===== src/rtl/pstcc_pkg.sv =====
// Shared types and constants for the path space-time collision check.
package pstcc_pkg;

    localparam int COORD_W  = 24;
    localparam int STAMP_W  = 48;
    localparam int DIST_W   = 50;
    localparam int CFG_W    = 50;
    localparam int CFG_IDX_W = 1;

    // Register indexes
    localparam logic [CFG_IDX_W-1:0] CFG_DIST_THRESHOLD_SQ = 1'd0;
    localparam logic [CFG_IDX_W-1:0] CFG_TIME_WINDOW       = 1'd1;

    // Register reset values
    localparam logic [DIST_W-1:0]  DIST_THRESHOLD_SQ_RST = 50'd9664;
    localparam logic [STAMP_W-1:0] TIME_WINDOW_RST       = 48'd627000;

    typedef enum logic [1:0] {
        CMD_CLEAR  = 2'd0,
        CMD_APPEND = 2'd1,
        CMD_CHECK  = 2'd2,
        CMD_FINISH = 2'd3
    } cmd_t;

    typedef struct packed {
        cmd_t                       command;
        logic signed [COORD_W-1:0]  pos_x;
        logic signed [COORD_W-1:0]  pos_y;
        logic        [STAMP_W-1:0]  stamp;
    } pose_in_t;

    typedef struct packed {
        logic                       collision_found;
        logic signed [COORD_W-1:0]  first_x;
        logic signed [COORD_W-1:0]  first_y;
        logic        [STAMP_W-1:0]  first_stamp;
        logic signed [COORD_W-1:0]  last_x;
        logic signed [COORD_W-1:0]  last_y;
        logic        [STAMP_W-1:0]  last_stamp;
        logic                       store_overflowed;
    } report_t;

    typedef struct packed {
        logic signed [COORD_W-1:0]  x;
        logic signed [COORD_W-1:0]  y;
        logic        [STAMP_W-1:0]  stamp;
    } pose_t;

    typedef struct packed {
        logic busy;
        logic hit_valid;
        logic hit;
    } pair_status_t;

endpackage


===== src/rtl/pstcc_pair_unit.sv =====
// Three-stage pipeline that tests one query/reference pose pair per cycle.
module pstcc_pair_unit (
    input  logic                              clk,
    input  logic                              rst_n,
    input  logic                              in_valid,
    input  pstcc_pkg::pose_t                  query,
    input  pstcc_pkg::pose_t                  ref_pose,
    input  logic [pstcc_pkg::DIST_W-1:0]      dist_thr,
    input  logic [pstcc_pkg::STAMP_W-1:0]     time_win,
    output pstcc_pkg::pair_status_t           status
);
    import pstcc_pkg::*;

    localparam int DX_W = COORD_W + 1;
    localparam int SQ_W = 2 * COORD_W + 1;

    logic                    s1_valid_reg;
    logic                    s2_valid_reg;
    logic                    s3_valid_reg;
    logic signed [DX_W-1:0]  dx_reg;
    logic signed [DX_W-1:0]  dy_reg;
    logic [STAMP_W-1:0]      dt_reg;
    logic [SQ_W-1:0]         sqx_reg;
    logic [SQ_W-1:0]         sqy_reg;
    logic                    time_ok_reg;
    logic                    hit_reg;

    logic signed [DX_W-1:0]   dx_next;
    logic signed [DX_W-1:0]   dy_next;
    logic [STAMP_W-1:0]       dt_next;
    logic signed [2*DX_W-1:0] prod_x;
    logic signed [2*DX_W-1:0] prod_y;
    logic [DIST_W-1:0]        d2_sum;

    // Differences: positions widened by one bit, time as absolute difference
    always_comb
    begin
        dx_next = DX_W'(query.x) - DX_W'(ref_pose.x);
        dy_next = DX_W'(query.y) - DX_W'(ref_pose.y);
        if (query.stamp >= ref_pose.stamp)
            dt_next = query.stamp - ref_pose.stamp;
        else
            dt_next = ref_pose.stamp - query.stamp;
    end

    // Squares are nonnegative and fit in SQ_W bits
    assign prod_x = dx_reg * dx_reg;
    assign prod_y = dy_reg * dy_reg;
    assign d2_sum = DIST_W'(sqx_reg) + DIST_W'(sqy_reg);

    // Advance stage valid flags
    always_ff @(posedge clk or negedge rst_n)
    begin
        if (!rst_n)
        begin
            s1_valid_reg <= 1'b0;
            s2_valid_reg <= 1'b0;
            s3_valid_reg <= 1'b0;
        end
        else
        begin
            s1_valid_reg <= in_valid;
            s2_valid_reg <= s1_valid_reg;
            s3_valid_reg <= s2_valid_reg;
        end
    end

    // Datapath stages
    always_ff @(posedge clk)
    begin
        dx_reg      <= dx_next;
        dy_reg      <= dy_next;
        dt_reg      <= dt_next;
        sqx_reg     <= prod_x[SQ_W-1:0];
        sqy_reg     <= prod_y[SQ_W-1:0];
        time_ok_reg <= (dt_reg < time_win);
        hit_reg     <= (d2_sum < dist_thr) && time_ok_reg;
    end

    assign status.busy      = s1_valid_reg | s2_valid_reg | s3_valid_reg;
    assign status.hit_valid = s3_valid_reg;
    assign status.hit       = hit_reg;

endmodule


===== config.mk =====
export PLATFORM = sky130hd
export DESIGN_NAME = pstcc_pair_unit
export DESIGN_NICKNAME = d
export VERILOG_FILES = /design/src/rtl/pstcc_pkg.sv /design/src/rtl/pstcc_pair_unit.sv
export SDC_FILE = /design/constraint.sdc
export NUM_CORES = 2
export LEC_CHECK = 0
export ABC_AREA = 1
export BUFFER_PORTS_ARGS = -buffer_cell sky130_fd_sc_hd__buf_4
export CORE_MARGIN = 2
export CORE_UTILIZATION = 59
export CTS_CLUSTER_SIZE = 20
export DETAILED_ROUTE_END_ITERATION = 8
export PLACE_DENSITY = 0.86
export SLEW_MARGIN = 20
export SYNTH_ARGS = -nofsm -noshare
export SYNTH_HDL_FRONTEND = slang
export SYNTH_SLANG_ARGS = --single-unit
export TNS_END_PERCENT = 100

===== constraint.sdc =====
create_clock -name clk -period 6.1 [get_ports clk]
set_input_delay 0.61 -clock clk [delete_from_list [all_inputs] [get_ports clk]]
set_output_delay 0.61 -clock clk [all_outputs]
set_load 0.02 [all_outputs]

* Yosys cells after proc, flatten, opt, wreduce, memory -nomap -nowiden
Index checks and enable logic that the tools add are counted.
** Word-level totals
- Register bits after elaboration :: 201
- Output and inout bits :: 3
** Cells by class
- $add $sub $neg :: 5
- Multipliers :: 2
- Magnitude comparators :: 3
- Muxes and demuxes :: 1
- Bitwise logic cells :: 2
- Reductions and logical operators :: 1
** Operator list (number)
- $mul 25x25->49 :: 2
- $sub 48x48->48 :: 2
- $add 49x49->50 :: 1
- $lt 50x50->1 :: 1
- $sub 24x24->25 :: 2
- $ge 48x48->1 :: 1
- $lt 48x48->1 :: 1
- $mux 48 :: 1
- $or 1x1->1 :: 2
- $logic_and 1x1->1 :: 1

* Depth between registers and ports, before layout
- Word-level depth :: 3
- Gate-level depth with buffers :: 30

* Worst setup path after synthesis
Ideal clock, no wire load.
- Kind :: register to register
- Start :: register dx_reg[24]
- End :: register sqx_reg[47]
- Library setup time :: 113 ps
- Arrival :: 6395 ps
- Path slack :: -408 ps
- Stages on the path, launching flop included :: 23
- Path buffers :: 2
- Period minus slack after synthesis :: 6508 ps
- Cell sequence :: dfxtp_1 -> clkbuf_1 -> clkbuf_1 -> nand2_1 -> inv_1 -> fa_1 -> fa_1 -> inv_1 -> fa_1 -> inv_1 -> fa_1 -> inv_1 -> fa_1 -> inv_1 -> fa_1 -> fa_1 -> ha_1 -> inv_1 -> nor4_1 -> nand2_1 -> o21bai_1 -> nand4_1 -> nand2_1
** On the way
- Word-level cells in the longest chain between the ends :: 1
** RTL lines
- start, declared :: RTL line pstcc_pair_unit.sv:20 : logic signed [DX_W-1:0] dx_reg;
- start signal, assigned :: RTL line pstcc_pair_unit.sv:71 : dx_reg <= dx_next;
- $mul 25x25->49 :: RTL line pstcc_pair_unit.sv:47 : assign prod_x = dx_reg * dx_reg;
- named net prod_x[47] :: RTL line pstcc_pair_unit.sv:31 : logic signed [2*DX_W-1:0] prod_x;
- end signal, assigned :: RTL line pstcc_pair_unit.sv:74 : sqx_reg <= prod_x[SQ_W-1:0];
- end, declared :: RTL line pstcc_pair_unit.sv:23 : logic [SQ_W-1:0] sqx_reg;
The timed path passes the listed nets, and every way through them passes these cells.

* Final worst setup path
- Start :: register dy_reg[5]
- End :: register sqy_reg[46]
** On the way
- Word-level cells in the longest chain between the ends :: 1
** RTL lines
- start, declared :: RTL line pstcc_pair_unit.sv:21 : logic signed [DX_W-1:0] dy_reg;
- start signal, assigned :: RTL line pstcc_pair_unit.sv:72 : dy_reg <= dy_next;
- $mul 25x25->49 :: RTL line pstcc_pair_unit.sv:48 : assign prod_y = dy_reg * dy_reg;
- named net prod_y[46] :: RTL line pstcc_pair_unit.sv:32 : logic signed [2*DX_W-1:0] prod_y;
- end signal, assigned :: RTL line pstcc_pair_unit.sv:75 : sqy_reg <= prod_y[SQ_W-1:0];
- end, declared :: RTL line pstcc_pair_unit.sv:24 : logic [SQ_W-1:0] sqy_reg;
The timed path passes the listed nets, and every way through them passes these cells.

==> impl_metrics.tcl <==
set metrics [dict create \
    crit_path_max_fanout 8 \
    hold_path.class "in2reg" \
    avgSynthCellArea_sq_um 7.260 \
    hpwl_um 171100 \
    worst_slack_ns -0.3937 \
    tightest_slew_ns 0.8391 \
    ys.flop_type "dfxtp_1" \
    fmax_mhz 154.0 \
    cap_violations 0 \
    grt_antenna_before_repair 7 \
    top_layer_used "met5" \
    postRouteWirelength_um 230300 \
    yosysWarnings 0 \
    ios 296 \
    syn_nets 10970 \
    cts_sinks 199 \
    drt-wirelength-per-cell_um 20.90 \
    rows 121 \
    htreeDepth 4 \
    synth_compound_area_share_pct 5.519 \
    synth_top_area_share_pct 37.32 \
    worstHoldEndpoint "s1_valid_reg" \
    route.detailed.drc 0 \
    cp-end-kind "flip-flop" \
    numCtsBuffers 17 \
    finalHoldViolations 0 \
    die_w_um 334.6 \
    initial_utilization_pct 59.32 \
    muxShareOfSynthArea_pct 0 \
    rrSetupSlack_ns -0.39 \
    cp.required_ns 6.52 \
    grt_pass1_wl_um 316000 \
    slew_viol_final 0 \
    skew_ns 0.04528 \
    ant_nets 0 \
    synth_area_leader_cell "fa_1" \
    synth_fa_ha_area_share_pct 48.73 \
    pre_cts_ws_ns -0.2836 \
    synth_top_family_by_area "adder cells" \
    ctsLongestPathBuffers 2 \
    area_delta_synth_final_pct 19.62 \
    rsz0062_at_grt "yes" \
    yosys.area_share.simple_pct 20.18 \
    wl_met2_um 107700 \
    synth-edff-count 0 \
    drive_gt1_share_pct 17.27 \
    fin_nets 11680 \
    grt_max_degree 51 \
    cp_data_arrival_time_ns 6.92 \
    reg2reg_from "dy_reg[5]" \
    synthTopCellsByArea "fa_1 (37%), inv_1 (15%), nand2_1 (13%)" \
    setup_viol 43 \
    crit_path_start "dy_reg[5]" \
    status "finished, violations left" \
    relSlewSlack_pct 43.47 \
    vias 62560 \
    die_h_um 334.6 \
    synthCells 8882 \
    grt_overflow 0 \
    root_buffer "clkbuf_16" \
    drt_first_pass_iters 9 \
    synthXorXnorAreaFrac_pct 3.083 \
    seq_area_frac_synth_pct 6.202 \
    async_reset_ff_share_pct 1.508 \
    die-area_sq_um 111900 \
    final_cells 11020 \
    clkLatencyLatePin_ns 0.56 \
    crit_path_start_kind "flip-flop" \
    synth.most_common_cell "inv_1" \
    port_buffers 295 \
    regToRegEndpoint "sqy_reg[46]" \
    synth_cell_types 46 \
    worst_r2r_path_depth 26 \
    holdPathStages 1 \
    initialDrtViolationCount 6376 \
    synth_commonest_cells "inv_1 (2569), nand2_1 (2277), fa_1 (1202)" \
    min-delay-start "in_valid" \
    wl_met3_um 24070 \
    place_inst 10870 \
    path_class "reg2reg" \
    fin_crit_sh_pct 106.5 \
    violations "setup timing" \
    wl_met1_um 77610 \
    gp_congestion 1.055 \
    track_usage_pct 35.88 \
    synth_seq_cells 199 \
    core-area_sq_um 108700 \
    syn_area_sq_um 64480 \
    period_minus_slack_ns 6.494 \
    viasPerCell 5.676 \
    cts_tree "yes" \
    grt_pass1_vias 62680 \
    path_clk_slew_ns 0.13 \
]
-- final cells by class --
| type | instances | area (sq um) |
|---|---|---|
| Clock inverter | 15 | 226.5 |
| Fill cell | 7651 | 31570 |
| Clock buffer | 17 | 425.4 |
| Sequential cell | 199 | 4114 |
| Timing Repair Buffer | 884 | 8015 |
| Inverter | 2580 | 9716 |
| Multi-Input combinational cell | 5911 | 52860 |
| Tap cell | 1414 | 1769 |
| Antenna cell | 1 | 2.502 |
-- logic make-up after synthesis --
| kind of cell | after synthesis |
|---|---|
| AOI/OAI and AO/OA | 653 |
| xor gates and xnor gates | 227 |
| adders and majority gates | 1790 |
| buffers and inverters | 2772 |
| DFF | 199 |
| and+or+nand+nor | 3241 |
-- worst max-delay path: stages (launching register included) --
cell       delay [ns]
dfxtp_4          0.44
clkbuf_16        0.19
nand2_1          0.20
inv_1            0.19
fa_1             0.45
fa_1             0.55
fa_1             0.48
inv_1            0.15
fa_1             0.45
inv_1            0.12
fa_1             0.49
fa_1             0.58
inv_1            0.05
fa_1             0.49
inv_1            0.08
ha_4             0.31
nand2_2          0.08
buf_4            0.14
nor2_4           0.10
inv_2            0.05
nor2_2           0.13
buf_4            0.14
nand2_1          0.05
nor2_1           0.10
nand2_1          0.10
nand4_1          0.16
nand2_1          0.08
-- through the flow --
stage | hold WS (ns) | utilization, % | instance area [sq um] | TNS, ns
floorplan | 0.3144 | - | 64530 | 0
global placement | 0.3515 | 66.04 | 71790 | -1.135
CTS | 0.1661 | 67.42 | 73290 | -0.08196
global route | 0.1761 | 70.95 | 77130 | -19.14
detailed placement | 0.3724 | 66.04 | 71790 | -6.167
finish | 0.1809 | 70.96 | 77130 | -8.893
-- cells in the final DEF, fill, tap and decap left out, types with 54 or more instances in the layout --
master	instances
nor2_2	76
a21oi_1	286
xnor2_1	54
xor2_1	169
inv_1	2440
dfxtp_1	152
a21oi_2	63
buf_4	744
nand3_1	239
nor2_4	55
nor2_1	372
o21ai_0	120
ha_4	64
nand2_1	2146
nand2_2	100
nand4_1	91
buf_12	63
inv_2	130
ha_1	521
fa_1	1152
-- metal layers --
metal  vias up  GRT usage (%)
li1      27240              -
met3      1606          4.962
met2      4309          62.37
met1     29400          43.17
met5         -              0
met4        12          19.34
-- worst max-delay path by stage --
| stage | slack, ns | end |
|---|---|---|
| 6_report | -0.39 | sqy_reg[46] |
| 5_1_grt | -0.57 | sqy_reg[48] |
| 4_1_cts | -0.04 | sqy_reg[46] |
| 3_5_place_dp | -0.28 | sqy_reg[34] |
| 3_3_place_gp | -0.10 | sqy_reg[40] |
| 2_1_floorplan | 0.003 | sqy_reg[45] |
-- repair_timing --
| item | 4_1_cts | 5_1_grt |
|---|---|---|
| pin swaps | 27 | 297 |
| gates cloned | 5 | 14 |
| endpoints found under the hold margin | 3 | 0 |
| hold buffers | 1 | 0 |
| endpoints found under the setup margin | 66 | 67 |
| resized for setup | 162 | 850 |
| buffers inserted | 11 | 86 |
Power is not shown: default switching activity piles up to over one toggle a cycle in this logic, so the estimate is an artifact.
